<file path="config.mk">
export PLATFORM = sky130hd
export DESIGN_NAME = data_run_list_decoder_top
export DESIGN_NICKNAME = d
export VERILOG_FILES = /design/src/rtl/core/drld_pkg.sv /design/src/rtl/core/drld_front.sv /design/src/rtl/core/drld_queue.sv /design/src/rtl/core/drld_back.sv /design/src/rtl/core/data_run_list_decoder_top.sv
export SDC_FILE = /design/constraint.sdc
export NUM_CORES = 1
export LEC_CHECK = 0
export ABC_CLOCK_PERIOD_IN_PS = 13220
export BUFFER_PORTS_ARGS = -buffer_cell sky130_fd_sc_hd__buf_2
export CAP_MARGIN = 20
export CORE_MARGIN = 4
export CORE_UTILIZATION = 25
export CTS_BUF_LIST = sky130_fd_sc_hd__clkbuf_16
export DETAILED_ROUTE_END_ITERATION = 12
export GPL_TIMING_DRIVEN = 0
export PLACE_DENSITY = 0.38
export REMOVE_ABC_BUFFERS = 1
export SYNTH_ARGS = -nofsm -noshare
export SYNTH_HDL_FRONTEND = slang
export SYNTH_SLANG_ARGS = --single-unit
export TNS_END_PERCENT = 10
</file>
<file path="constraint.sdc">
create_clock -name clk -period 13.22 [get_ports clk]
set_input_delay 1.322 -clock clk [delete_from_list [all_inputs] [get_ports clk]]
set_output_delay 1.322 -clock clk [all_outputs]
set_load 0.01 [all_outputs]
</file>
<file path="src/rtl/core/drld_pkg.sv">
package drld_pkg;

    localparam int MAX_FIELD_BYTES = 8;
    localparam logic [3:0] LOW_NIBBLE = 4'h0F;

    localparam logic KIND_RUN = 1'b0;
    localparam logic KIND_END = 1'b1;

    localparam logic [1:0] CAUSE_ZERO_HDR  = 2'd0;
    localparam logic [1:0] CAUSE_STREAM_END = 2'd1;
    localparam logic [1:0] CAUSE_RUN_LIMIT  = 2'd2;
    localparam logic [1:0] CAUSE_TRUNCATED  = 2'd3;

    typedef struct packed {
        logic [7:0] data_byte;
        logic       first;
        logic       last;
    } in_item_t;

    typedef struct packed {
        logic        kind;
        logic [31:0] run_cluster;
        logic [31:0] run_size;
        logic [7:0]  run_index;
        logic [7:0]  run_count;
        logic [1:0]  end_cause;
        logic        final_res;
    } out_item_t;

    // One entry between front and back: an optional run, then an optional end item.
    typedef struct packed {
        logic        clear;
        logic        has_run;
        logic        has_end;
        logic [31:0] delta;
        logic [31:0] length;
        logic [7:0]  index;
        logic [7:0]  count;
        logic [1:0]  cause;
    } cmd_t;

    // Sign-extend the kept delta bytes; only the low 32 bits of the cluster are ever seen,
    // so kept counts of four and up leave the low word unchanged.
    function automatic logic [31:0] sext_delta(input logic [31:0] acc, input logic [3:0] total);
        logic [3:0] kept;
        logic [31:0] res;
        kept = (total < 4'(MAX_FIELD_BYTES)) ? total : 4'(MAX_FIELD_BYTES);
        res = acc;
        case (kept)
            4'd1:    res = {{24{acc[7]}}, acc[7:0]};
            4'd2:    res = {{16{acc[15]}}, acc[15:0]};
            4'd3:    res = {{8{acc[23]}}, acc[23:0]};
            default: res = acc;
        endcase
        return res;
    endfunction

endpackage

</file>
<file path="src/rtl/core/drld_front.sv">
module drld_front (
    input  logic                clk,
    input  logic                rst_n,
    input  logic                cfg_wr_en,
    input  logic [7:0]          cfg_wr_data,
    input  logic                in_valid,
    output logic                in_ready,
    input  drld_pkg::in_item_t  in_data,
    input  logic                q_full,
    output logic                push,
    output drld_pkg::cmd_t      cmd
);

    localparam logic [1:0] PH_HEADER = 2'd0;
    localparam logic [1:0] PH_LENGTH = 2'd1;
    localparam logic [1:0] PH_DELTA  = 2'd2;
    localparam logic [1:0] PH_DONE   = 2'd3;

    logic [7:0]  run_limit_reg;
    logic [1:0]  phase_reg, phase_next;
    logic [3:0]  len_left_reg, len_left_next;
    logic [3:0]  del_left_reg, del_left_next;
    logic [3:0]  del_total_reg, del_total_next;
    logic [3:0]  pos_reg, pos_next;
    logic [31:0] len_acc_reg, len_acc_next;
    logic [31:0] del_acc_reg, del_acc_next;
    logic [7:0]  runs_reg, runs_next;
    logic        pend_reg, pend_next;

    logic        in_fire;
    logic        fin;
    logic [1:0]  cur_phase;
    logic [7:0]  cur_runs;
    logic [7:0]  runs_inc;
    logic [3:0]  pos_inc;
    logic [3:0]  len_dec;
    logic [3:0]  del_dec;
    logic [31:0] take_val;
    logic [7:0]  b;

    assign in_ready = !q_full;
    assign in_fire  = in_valid && in_ready;
    assign b        = in_data.data_byte;

    assign cur_phase = in_data.first ? PH_HEADER : phase_reg;
    assign cur_runs  = in_data.first ? 8'd0 : runs_reg;
    assign runs_inc  = (cur_runs == 8'hFF) ? cur_runs : cur_runs + 8'd1;
    assign pos_inc   = (pos_reg == 4'hF) ? pos_reg : pos_reg + 4'd1;
    assign len_dec   = len_left_reg - 4'd1;
    assign del_dec   = del_left_reg - 4'd1;

    // bytes past the kept field width, or above the low word, are dropped
    assign take_val = (pos_reg < 4'd4 && pos_reg < 4'(drld_pkg::MAX_FIELD_BYTES))
                    ? ({24'd0, b} << {pos_reg[1:0], 3'b000}) : 32'd0;

    always_comb
    begin
        phase_next     = cur_phase;
        runs_next      = cur_runs;
        len_left_next  = len_left_reg;
        del_left_next  = del_left_reg;
        del_total_next = del_total_reg;
        pos_next       = pos_reg;
        len_acc_next   = len_acc_reg;
        del_acc_next   = del_acc_reg;
        fin            = 1'b0;
        cmd            = '0;
        cmd.clear      = pend_reg || in_data.first;

        case (cur_phase)
            PH_HEADER:
            begin
                if (cur_runs >= run_limit_reg)
                begin
                    cmd.has_end = 1'b1;
                    cmd.cause   = drld_pkg::CAUSE_RUN_LIMIT;
                    cmd.count   = cur_runs;
                    phase_next  = PH_DONE;
                end
                else if (b == 8'd0)
                begin
                    cmd.has_end = 1'b1;
                    cmd.cause   = drld_pkg::CAUSE_ZERO_HDR;
                    cmd.count   = cur_runs;
                    phase_next  = PH_DONE;
                end
                else
                begin
                    len_left_next  = b[3:0] & drld_pkg::LOW_NIBBLE;
                    del_left_next  = b[7:4];
                    del_total_next = b[7:4];
                    pos_next       = 4'd0;
                    len_acc_next   = 32'd0;
                    del_acc_next   = 32'd0;
                    phase_next     = (b[3:0] != 4'd0) ? PH_LENGTH : PH_DELTA;
                    if (in_data.last)
                    begin
                        cmd.has_end = 1'b1;
                        cmd.cause   = drld_pkg::CAUSE_TRUNCATED;
                        cmd.count   = cur_runs;
                        phase_next  = PH_DONE;
                    end
                end
            end
            PH_LENGTH:
            begin
                len_acc_next  = len_acc_reg | take_val;
                pos_next      = pos_inc;
                len_left_next = len_dec;
                if (len_dec == 4'd0 && del_left_reg == 4'd0)
                begin
                    pos_next = 4'd0;
                    fin      = 1'b1;
                end
                else
                begin
                    if (len_dec == 4'd0)
                    begin
                        pos_next   = 4'd0;
                        phase_next = PH_DELTA;
                    end
                    if (in_data.last)
                    begin
                        cmd.has_end = 1'b1;
                        cmd.cause   = drld_pkg::CAUSE_TRUNCATED;
                        cmd.count   = cur_runs;
                        phase_next  = PH_DONE;
                    end
                end
            end
            PH_DELTA:
            begin
                del_acc_next  = del_acc_reg | take_val;
                pos_next      = pos_inc;
                del_left_next = del_dec;
                if (del_dec == 4'd0)
                begin
                    fin = 1'b1;
                end
                else if (in_data.last)
                begin
                    cmd.has_end = 1'b1;
                    cmd.cause   = drld_pkg::CAUSE_TRUNCATED;
                    cmd.count   = cur_runs;
                    phase_next  = PH_DONE;
                end
            end
            default:
            begin
            end
        endcase

        if (fin)
        begin
            cmd.has_run = 1'b1;
            cmd.delta   = drld_pkg::sext_delta(del_acc_next, del_total_reg);
            cmd.length  = len_acc_next;
            cmd.index   = cur_runs;
            runs_next   = runs_inc;
            phase_next  = PH_HEADER;
            pos_next    = 4'd0;
            // stream end wins over the run limit
            if (in_data.last)
            begin
                cmd.has_end = 1'b1;
                cmd.cause   = drld_pkg::CAUSE_STREAM_END;
                cmd.count   = runs_inc;
                phase_next  = PH_DONE;
            end
            else if (runs_inc >= run_limit_reg)
            begin
                cmd.has_end = 1'b1;
                cmd.cause   = drld_pkg::CAUSE_RUN_LIMIT;
                cmd.count   = runs_inc;
                phase_next  = PH_DONE;
            end
        end

        push      = in_fire && (cmd.has_run || cmd.has_end);
        pend_next = (cmd.has_run || cmd.has_end) ? 1'b0 : cmd.clear;
    end

    always_ff @(posedge clk or negedge rst_n)
    begin
        if (!rst_n)
        begin
            run_limit_reg <= 8'd4;
            phase_reg     <= PH_HEADER;
            len_left_reg  <= 4'd0;
            del_left_reg  <= 4'd0;
            del_total_reg <= 4'd0;
            pos_reg       <= 4'd0;
            runs_reg      <= 8'd0;
            pend_reg      <= 1'b0;
        end
        else
        begin
            if (cfg_wr_en)
            begin
                run_limit_reg <= cfg_wr_data;
            end
            if (in_fire)
            begin
                phase_reg     <= phase_next;
                len_left_reg  <= len_left_next;
                del_left_reg  <= del_left_next;
                del_total_reg <= del_total_next;
                pos_reg       <= pos_next;
                runs_reg      <= runs_next;
                pend_reg      <= pend_next;
            end
        end
    end

    always_ff @(posedge clk)
    begin
        if (in_fire)
        begin
            len_acc_reg <= len_acc_next;
            del_acc_reg <= del_acc_next;
        end
    end

endmodule

</file>
<file path="src/rtl/core/drld_queue.sv">
module drld_queue #(
    parameter int DEPTH = 4
) (
    input  logic            clk,
    input  logic            rst_n,
    input  logic            push,
    input  drld_pkg::cmd_t  push_data,
    input  logic            pop,
    output drld_pkg::cmd_t  head,
    output logic            empty,
    output logic            full
);

    localparam int PTR_W = (DEPTH > 1) ? $clog2(DEPTH) : 1;
    localparam int CNT_W = $clog2(DEPTH + 1);

    drld_pkg::cmd_t mem [DEPTH];

    logic [PTR_W-1:0] wr_ptr_reg, rd_ptr_reg;
    logic [CNT_W-1:0] count_reg;

    assign empty = (count_reg == CNT_W'(0));
    assign full  = (count_reg == CNT_W'(DEPTH));
    assign head  = mem[rd_ptr_reg];

    always_ff @(posedge clk)
    begin
        if (push)
        begin
            mem[wr_ptr_reg] <= push_data;
        end
    end

    always_ff @(posedge clk or negedge rst_n)
    begin
        if (!rst_n)
        begin
            wr_ptr_reg <= '0;
            rd_ptr_reg <= '0;
            count_reg  <= '0;
        end
        else
        begin
            if (push)
            begin
                wr_ptr_reg <= (wr_ptr_reg == PTR_W'(DEPTH - 1)) ? '0 : wr_ptr_reg + PTR_W'(1);
            end
            if (pop)
            begin
                rd_ptr_reg <= (rd_ptr_reg == PTR_W'(DEPTH - 1)) ? '0 : rd_ptr_reg + PTR_W'(1);
            end
            if (push && !pop)
            begin
                count_reg <= count_reg + CNT_W'(1);
            end
            else if (pop && !push)
            begin
                count_reg <= count_reg - CNT_W'(1);
            end
        end
    end

endmodule

</file>
<file path="src/rtl/core/drld_back.sv">
module drld_back (
    input  logic                clk,
    input  logic                rst_n,
    input  drld_pkg::cmd_t      head,
    input  logic                empty,
    output logic                pop,
    output logic                out_valid,
    input  logic                out_ready,
    output drld_pkg::out_item_t out_data
);

    logic                out_valid_reg;
    drld_pkg::out_item_t out_data_reg, out_data_next;
    logic                step_reg;
    logic [31:0]         cluster_reg;

    logic        out_free;
    logic        go;
    logic        do_run;
    logic [31:0] base;
    logic [31:0] sum;

    assign out_free = !out_valid_reg || out_ready;
    assign go       = out_free && !empty;
    assign do_run   = head.has_run && !step_reg;
    assign base     = head.clear ? 32'd0 : cluster_reg;
    assign sum      = base + head.delta;
    // an entry with a run and an end stays at the head for a second transfer
    assign pop      = go && !(do_run && head.has_end);

    always_comb
    begin
        out_data_next = '0;
        if (do_run)
        begin
            out_data_next.kind        = drld_pkg::KIND_RUN;
            out_data_next.run_cluster = sum;
            out_data_next.run_size    = head.length;
            out_data_next.run_index   = head.index;
            out_data_next.final_res   = !head.has_end;
        end
        else
        begin
            out_data_next.kind      = drld_pkg::KIND_END;
            out_data_next.run_count = head.count;
            out_data_next.end_cause = head.cause;
            out_data_next.final_res = 1'b1;
        end
    end

    always_ff @(posedge clk or negedge rst_n)
    begin
        if (!rst_n)
        begin
            out_valid_reg <= 1'b0;
            step_reg      <= 1'b0;
            cluster_reg   <= 32'd0;
        end
        else
        begin
            if (go)
            begin
                out_valid_reg <= 1'b1;
                step_reg      <= do_run && head.has_end;
                if (!step_reg)
                begin
                    cluster_reg <= do_run ? sum : base;
                end
            end
            else if (out_ready)
            begin
                out_valid_reg <= 1'b0;
            end
        end
    end

    always_ff @(posedge clk)
    begin
        if (go)
        begin
            out_data_reg <= out_data_next;
        end
    end

    assign out_valid = out_valid_reg;
    assign out_data  = out_data_reg;

endmodule

</file>
<file path="src/rtl/core/data_run_list_decoder_top.sv">
// A result is written into the command queue when its byte transfers, then enters the output
// register from the queue head when the output is free; a second result from one entry follows.
// Throughput: one byte per cycle unless the queue is full; a byte that finishes a run and also ends
// decoding yields two results, and the output moves one result per cycle while out_ready is high.
// The command queue (QUEUE_DEPTH entries) lets bytes keep flowing while results stall.
// Reset: the run limit returns to 4, decoding restarts expecting a header, queue and output empty.
module data_run_list_decoder_top #(
    parameter int QUEUE_DEPTH = 4
) (
    input  logic                clk,
    input  logic                rst_n,
    input  logic                cfg_wr_en,
    input  logic [7:0]          cfg_wr_data,
    input  logic                in_valid,
    output logic                in_ready,
    input  drld_pkg::in_item_t  in_data,
    output logic                out_valid,
    input  logic                out_ready,
    output drld_pkg::out_item_t out_data
);

    logic           q_push;
    logic           q_pop;
    logic           q_empty;
    logic           q_full;
    drld_pkg::cmd_t q_in;
    drld_pkg::cmd_t q_head;

    drld_front u_front (
        .clk         (clk),
        .rst_n       (rst_n),
        .cfg_wr_en   (cfg_wr_en),
        .cfg_wr_data (cfg_wr_data),
        .in_valid    (in_valid),
        .in_ready    (in_ready),
        .in_data     (in_data),
        .q_full      (q_full),
        .push        (q_push),
        .cmd         (q_in)
    );

    drld_queue #(
        .DEPTH (QUEUE_DEPTH)
    ) u_queue (
        .clk       (clk),
        .rst_n     (rst_n),
        .push      (q_push),
        .push_data (q_in),
        .pop       (q_pop),
        .head      (q_head),
        .empty     (q_empty),
        .full      (q_full)
    );

    drld_back u_back (
        .clk       (clk),
        .rst_n     (rst_n),
        .head      (q_head),
        .empty     (q_empty),
        .pop       (q_pop),
        .out_valid (out_valid),
        .out_ready (out_ready),
        .out_data  (out_data)
    );

`ifndef SYNTH
    // a non-final transfer is always a run followed at once by its end item
    a_end_follows_run: assert property (@(posedge clk) disable iff (!rst_n)
        out_valid && out_ready && !out_data.final_res
        |=> out_valid && out_data.kind == drld_pkg::KIND_END)
        else $error("end item did not follow a non-final run");

    a_run_fields_clean: assert property (@(posedge clk) disable iff (!rst_n)
        out_valid && out_data.kind == drld_pkg::KIND_RUN
        |-> out_data.end_cause == drld_pkg::CAUSE_ZERO_HDR && out_data.run_count == 8'd0)
        else $error("run item carries end fields");

    a_no_push_when_full: assert property (@(posedge clk) disable iff (!rst_n)
        q_full |-> !q_push)
        else $error("command pushed into full queue");
`endif

endmodule
</file>
==> impl_results.rst, run 1 <==
.. list-table::
   :header-rows: 1

   * - Metric
     - Value
   * - Status
     - completed
   * - Setup slack of the critical path after layout
     - roughly 8.0 ns
   * - Post-cts repair resize count
     - 0
   * - CTS clk-pin slew, worst paths
     - 0.06 ns
   * - Share of the yosys chip area belonging to registers
     - 66.8%
   * - Pins over their slew limit
     - 0
   * - Routed vias
     - 14554
   * - Critical Path End Type
     - flip-flop
   * - Maximum ir drop on the vdd rail
     - 0.0810 mV
   * - Post-CTS Hold Buffers
     - 0
   * - Pin count of the biggest net entering global routing
     - 59
   * - Worst endpoint required time
     - 13.51 ns
   * - Kind of path behind the tightest hold check
     - reg -> reg
   * - Cells after synthesis
     - approximately 1700
   * - Main combinational cell family by area after synthesis
     - simple AND/OR/NAND/NOR gates
   * - Setup TNS
     - 0 ns
   * - Final Hold Fails
     - 0
   * - Leak pwr
     - 0.0106 uW
   * - Share of the synthesized area in the top cell type
     - approximately three fifths
   * - Total of warnings raised by yosys
     - 0
   * - Largest driver fanout on the critical path
     - between 40 and 50
   * - Summed instance area of the synthesized netlist
     - around 25000 um^2
   * - CTS Root Buffer Type
     - clkbuf_16
   * - XOR/XNOR share of the synthesized area
     - 0.989%
   * - Distinct cell type count of the synthesized netlist
     - between 80 and 90
   * - GRT Total Usage
     - 12.4%
   * - Count of state elements after synthesis
     - 564
   * - TritonCTS clock tree
     - built
   * - FFs w/ async S/R, synth
     - 13.5%
   * - Maximum buffer depth of the clock tree
     - 3
   * - Most frequently used cell type in the post-synthesis netlist
     - edfxtp_1
   * - Share of post-route cells with drive strength above 1
     - 18.3%
   * - Routed Antenna Nets
     - 0
   * - Max Freq
     - between 150 and 200 MHz
   * - Core area
     - 98400 um^2
   * - Area added between synthesis and finish
     - 17.8%
   * - IO buf count
     - 108
   * - Worst setup SP type
     - flip-flop
   * - Starting density of the core
     - 25.2%
   * - Vert. Die Dim
     - roughly 320 um
   * - Synthesized-area fraction occupied by ao, oa, aoi and oai cells
     - approximately 8.4%
   * - Buffer count from post-CTS setup fixing
     - 0
   * - Adder-cell area share of the yosys netlist
     - 3.34%
   * - Wirelength, routed
     - 64.6 mm
   * - Final Wtd Congestion
     - 0.791
   * - Avg WL per Cell
     - ~20 um
   * - Final Setup Violations
     - 0
   * - Maxcap violations
     - 0
   * - Number of top-level pins
     - 109
   * - Number of cells after detailed placement
     - 3061
   * - Remaining DRCs
     - 0
   * - Kind of critical path
     - reg -> reg
   * - Antenna violations before repair
     - 3
   * - Slew margin rel.
     - 30.4%
   * - Multiplexer share of the synthesized area
     - 8.38%
   * - Endpoint arrival time on the critical path
     - about 5.5 ns
   * - Horizontal die dimension
     - 323 um
   * - Number of buffers created by CTS
     - 68
   * - Minimum clock period
     - 5.21 ns
   * - Worst-Skew Late Latency
     - 0.60 ns
   * - Clock Sinks
     - between 500 and 600
   * - Worst setup slack before clock tree synthesis
     - 7.38 ns
   * - Prevailing post-synth register cell
     - edfxtp_1
   * - Worst clock skew on the final layout
     - 0.0269 ns
   * - Area enclosed by the die boundary
     - 104000 um^2
   * - Least-Margin Pin Slew
     - 1.04 ns
   * - EDFF count, synth
     - 488
   * - Average size of a mapped cell
     - 14.4 um^2
   * - Final core area utilization
     - 29.7%
   * - Detailed placement HPWL
     - 40.2 mm
   * - Wire length of the first global-routing pass
     - 98.2 mm
   * - Overall power of the completed layout
     - 6870 uW
   * - CTS H-tree lvls
     - 3
   * - DR vias/cell
     - 4.57
   * - Unrepaired setup endpoints after global routing
     - no
   * - Top cell types by occurrence after synthesis
     - edfxtp_1, nor2_1, a21oi_1
   * - Cell taking the most area after synthesis
     - edfxtp_1
   * - Site row count
     - 115
   * - Final period util
     - 39.4%
   * - Max reg flops
     - 340
   * - Power density over cell area
     - 235 nW/um^2
   * - Non-filler cells, final
     - 3187
   * - DRC violation total after the first TritonRoute iteration
     - 816
   * - Router iterations before antenna repair
     - 5
   * - Post-synthesis simple-gate area fraction
     - around a tenth
   * - Cells taking the most area after synthesis
     - edfxtp_1, mux4_2, dfrtp_1, nor2_1, ha_1
   * - GRT overflow
     - 0
   * - Post-layout nets
     - just under 2000
   * - Via count of the first global-routing pass
     - roughly 15000
cells by family after synthesis:
logic type,count (synthesis)
mux,100
simple gates,508
flops,564
compound gates,326
fa+ha+maj,65
buf+inv,136
xor+xnor,28
cells in the final DEF (no fill, tap or decap), types with 23 or more instances in the layout:
cell | synthesis | routed
a21o_1 | 25 | 25
a21oi_1 | 113 | 112
and3_1 | 53 | 53
buf_2 | 23 | 107
clkbuf_16 | 0 | 69
dfrtp_1 | 75 | 73
edfxtp_1 | 488 | 488
ha_1 | 62 | 62
inv_1 | 54 | 63
mux4_2 | 85 | 85
nand2_1 | 84 | 84
nand2b_1 | 27 | 26
nor2_1 | 210 | 210
nor2b_1 | 37 | 37
nor3_1 | 23 | 23
o21ai_0 | 65 | 65
path summary, 6_finish.rpt:
kind | startpoint | to | slack [ns] | depth (start not counted)
worst min register to register | u_back.cluster_reg[18] | u_back.cluster_reg[18] | 0.48 | 2
worst max-delay path | u_queue.rd_ptr_reg[1] | u_back.out_data[75] | 8.01 | 14
min in group asynchronous | rst_n | u_back.cluster_reg[8] | 0.68 | 1
worst max register to register | u_queue.rd_ptr_reg[1] | u_back.out_data[75] | 8.01 | 14
max in group asynchronous | rst_n | u_front.run_limit_reg[2] | 11.84 | 2
worst min-delay path | u_back.cluster_reg[18] | u_back.cluster_reg[18] | 0.48 | 2
through the flow:
stage          hold slack, ns  instance area, um^2
4_1_cts                 0.481                29200
5_1_grt                 0.501                29200
3_5_place_dp            0.467                27100
2_1_floorplan           0.441                24400
3_3_place_gp            0.459                26600
6_report                0.475                29200
critical path, stage by stage, from the launching register on:
cell	delay, ns
dfrtp_4	0.90
buf_16	0.34
mux4_2	0.79
nor2b_1	0.11
ha_1	0.25
inv_1	0.08
fa_1	0.19
nor2b_1	0.08
o2111a_1	0.29
nor4b_1	0.77
or3_1	0.31
nand3_1	0.15
a41o_1	0.31
xnor2_1	0.21
nor2_1	0.09
metal layers:
metal	vias up	track usage (%)	part of all wire, %
met5	-	0	0.031
li1	6791	-	-
met2	225	21.4	49
met3	81	2.31	4.3
met1	7455	16.2	45
met4	2	3.11	1.6
where the power goes:
part           internal [uW]  switching [uW]
registers               2450             193
clock network           1010             751
logic                   1000            1470
cell type report:
cell class,instances,area (um^2)
Fill cell,9997,69200
Clock buffer,69,1730
Sequential cell,564,16600
Timing Repair Buffer,127,988
Tap cell,1287,1610
Clock inverter,55,370
Inverter,56,213
Antenna cell,2,5.00
Multi-Input combinational cell,1027,7720
Power figures use the tool's default switching activity.
==> run 2: changes to the inputs <==
- ABC_CLOCK_PERIOD_IN_PS: 13220 -> 5250
- clock period: 13.22 -> 5.25 ns (I/O delays scaled with it)
==> impl_results.rst, run 2 (synthesis results as in run 1) <==
.. list-table::
   :header-rows: 1

   * - Metric
     - Value
   * - Cell-by-cell listing of the critical path
     - buf_16, mux4_2, nor2b_1, ha_1, nor2b_1, o2111a_1, nor4b_1, or3_1, nand3_1, a41o_1, xnor2_1, nor2_1
   * - Worst clock skew on the final layout
     - between 0.02 and 0.03 ns
   * - Final Hold Fails
     - 0
   * - Slew margin rel.
     - 30.0%
   * - Antenna violations before repair
     - 3
   * - Final Wtd Congestion
     - around 0.79
   * - IO buf count
     - 108
   * - CTS clk-pin slew, worst paths
     - approximately 0.060 ns
   * - Share of post-route cells with drive strength above 1
     - 18.3%
   * - Leading cell type in the layout, fill and taps excluded
     - edfxtp_1
   * - Horizontal die dimension
     - roughly 320 um
   * - GRT Total Usage
     - 12.6%
   * - Detailed placement HPWL
     - 40.2 mm
   * - Router iterations before antenna repair
     - 5
   * - Most frequent cells in the layout
     - edfxtp_1, nor2_1, a21oi_1
   * - Minimum clock period
     - 4.96 ns
   * - Maximum buffer depth of the clock tree
     - 3
   * - Avg WL per Cell
     - slightly above 20 um
   * - Final Setup Violations
     - 0
   * - Kind of path behind the tightest hold check
     - in -> reg
   * - Via count of the first global-routing pass
     - 15459
   * - CTS Root Buffer Type
     - clkbuf_16
   * - Slowest CP cell
     - dfrtp_4
   * - Area added between synthesis and finish
     - 17.9%
   * - Number of top-level pins
     - about 110
   * - Dominant delay contributor by cell family on the critical path
     - simple AND/OR/NAND/NOR gates
   * - Hold path startpoint
     - out_ready
   * - Crit path largest cell delay
     - 0.91 ns
   * - Worst-Skew Late Latency
     - about 0.60 ns
   * - Final period util
     - 94.5%
   * - Leak pwr
     - roughly 0.011 uW
   * - Power density over cell area
     - around 600 nW/um^2
   * - Status
     - completed
   * - Unrepaired setup endpoints after global routing
     - no
   * - Critical Path Start
     - u_queue.rd_ptr_reg[1]
   * - Pins over their slew limit
     - 0
   * - Least-Margin Pin Slew
     - 1.05 ns
   * - Kind of critical path
     - reg -> reg
   * - Worst endpoint required time
     - 5.54 ns
   * - TritonCTS clock tree
     - built
   * - Routed vias
     - 14575
   * - Clock Sinks
     - roughly 560
   * - Overall power of the completed layout
     - 17300 uW
   * - Area enclosed by the die boundary
     - 104000 um^2
   * - Post-cts repair resize count
     - 0
   * - Most numerous cell on the critical path
     - nor2b_1
   * - Wire length of the first global-routing pass
     - 99.5 mm
   * - Maxcap violations
     - 0
   * - Max Freq
     - 202 MHz
   * - Buf+Inv Stages, Crit Path
     - 1
   * - Number of buffers created by CTS
     - 68
   * - Pin count of the biggest net entering global routing
     - 59
   * - DR vias/cell
     - 4.57
   * - Reg2Reg Launch Point
     - u_queue.rd_ptr_reg[1]
   * - Max reg flops
     - 340
   * - Placement-stage cell area
     - ~27000 um^2
   * - Site row count
     - 115
   * - Critical Path End Type
     - flip-flop
   * - DRC violation total after the first TritonRoute iteration
     - 835
   * - Maximum ir drop on the vdd rail
     - 0.209 mV
   * - CTS H-tree lvls
     - 3
   * - Core area
     - roughly 100000 um^2
   * - Largest driver fanout on the critical path
     - 48
   * - Worst setup SP type
     - flip-flop
   * - Vert. Die Dim
     - 323 um
   * - Post-layout nets
     - 1933
   * - Routed Antenna Nets
     - 0
   * - Remaining DRCs
     - 0
   * - Final Cell Area
     - 29200 um^2
   * - Wirelength, routed
     - roughly 66 mm
   * - GRT overflow
     - 0
   * - Endpoint arrival time on the critical path
     - 5.25 ns
   * - Starting density of the core
     - 25.2%
==> run 2: cell type report <==
class	count	area, um^2
antenna	2	5.00
clock buffer	69	1730
clock inverter	55	370
multi-input combinational	1028	7750
fill	9996	69200
tap	1287	1610
inverter	56	213
timing repair buffer	128	998
sequential	564	16600
==> run 2: metrics by stage <==
stage	hold slack (ns)	worst slack, ns	utilization (%)	setup TNS (ns)	std cells
detailed placement	0.467	-0.0173	27.5	-0.0173	3061
CTS	0.0845	0.242	29.7	0	3187
global placement	0.459	-5.27	27.0	-1700.74	3042
floorplan	0.229	-1.44	-	-70.73	1647
finish	0.130	0.288	29.7	0	3189
global route	0.132	0.0127	29.7	0	3187
==> run 2: per-layer routing <==
| layer | vias to the layer above | wire length (um) | part of all wire (%) | GRT usage, % |
|---|---|---|---|---|
| met5 | - | 20 | 0.030 | 0 |
| met4 | 2 | 1040 | 1.6 | 3.10 |
| met3 | 83 | 2530 | 3.8 | 2.31 |
| met2 | 222 | 32400 | 49 | 21.8 |
| met1 | 7474 | 29800 | 45 | 16.5 |
| li1 | 6794 | - | - | - |
==> run 2: power by group <==
part / internal, uW / switching (uW) / total, uW / leakage (uW)
Combinational: 2530 / 3710 / 6240 / 0.00405
Sequential: 6170 / 495 / 6670 / 0.00548
Clock: 2550 / 1890 / 4440 / 0.00106
==> run 2: final timing paths <==
kind | endpoint | slack, ns | cells after the start
max in group asynchronous | u_front.run_limit_reg[2] | 4.11 | 3
min | u_back.out_valid | 0.13 | 2
min in group asynchronous | u_back.cluster_reg[8] | 0.44 | 2
max reg2reg | u_back.out_data[75] | 0.29 | 12
max | u_back.out_data[75] | 0.29 | 12
min reg2reg | u_back.cluster_reg[18] | 0.48 | 2
==> run 2: repair_timing <==
action                                  in CTS  in global routing
endpoints found under the setup margin       2                  0
hold endpoints to repair                    26                  0
setup buffers                                0                  0
hold buffers                                 1                  0
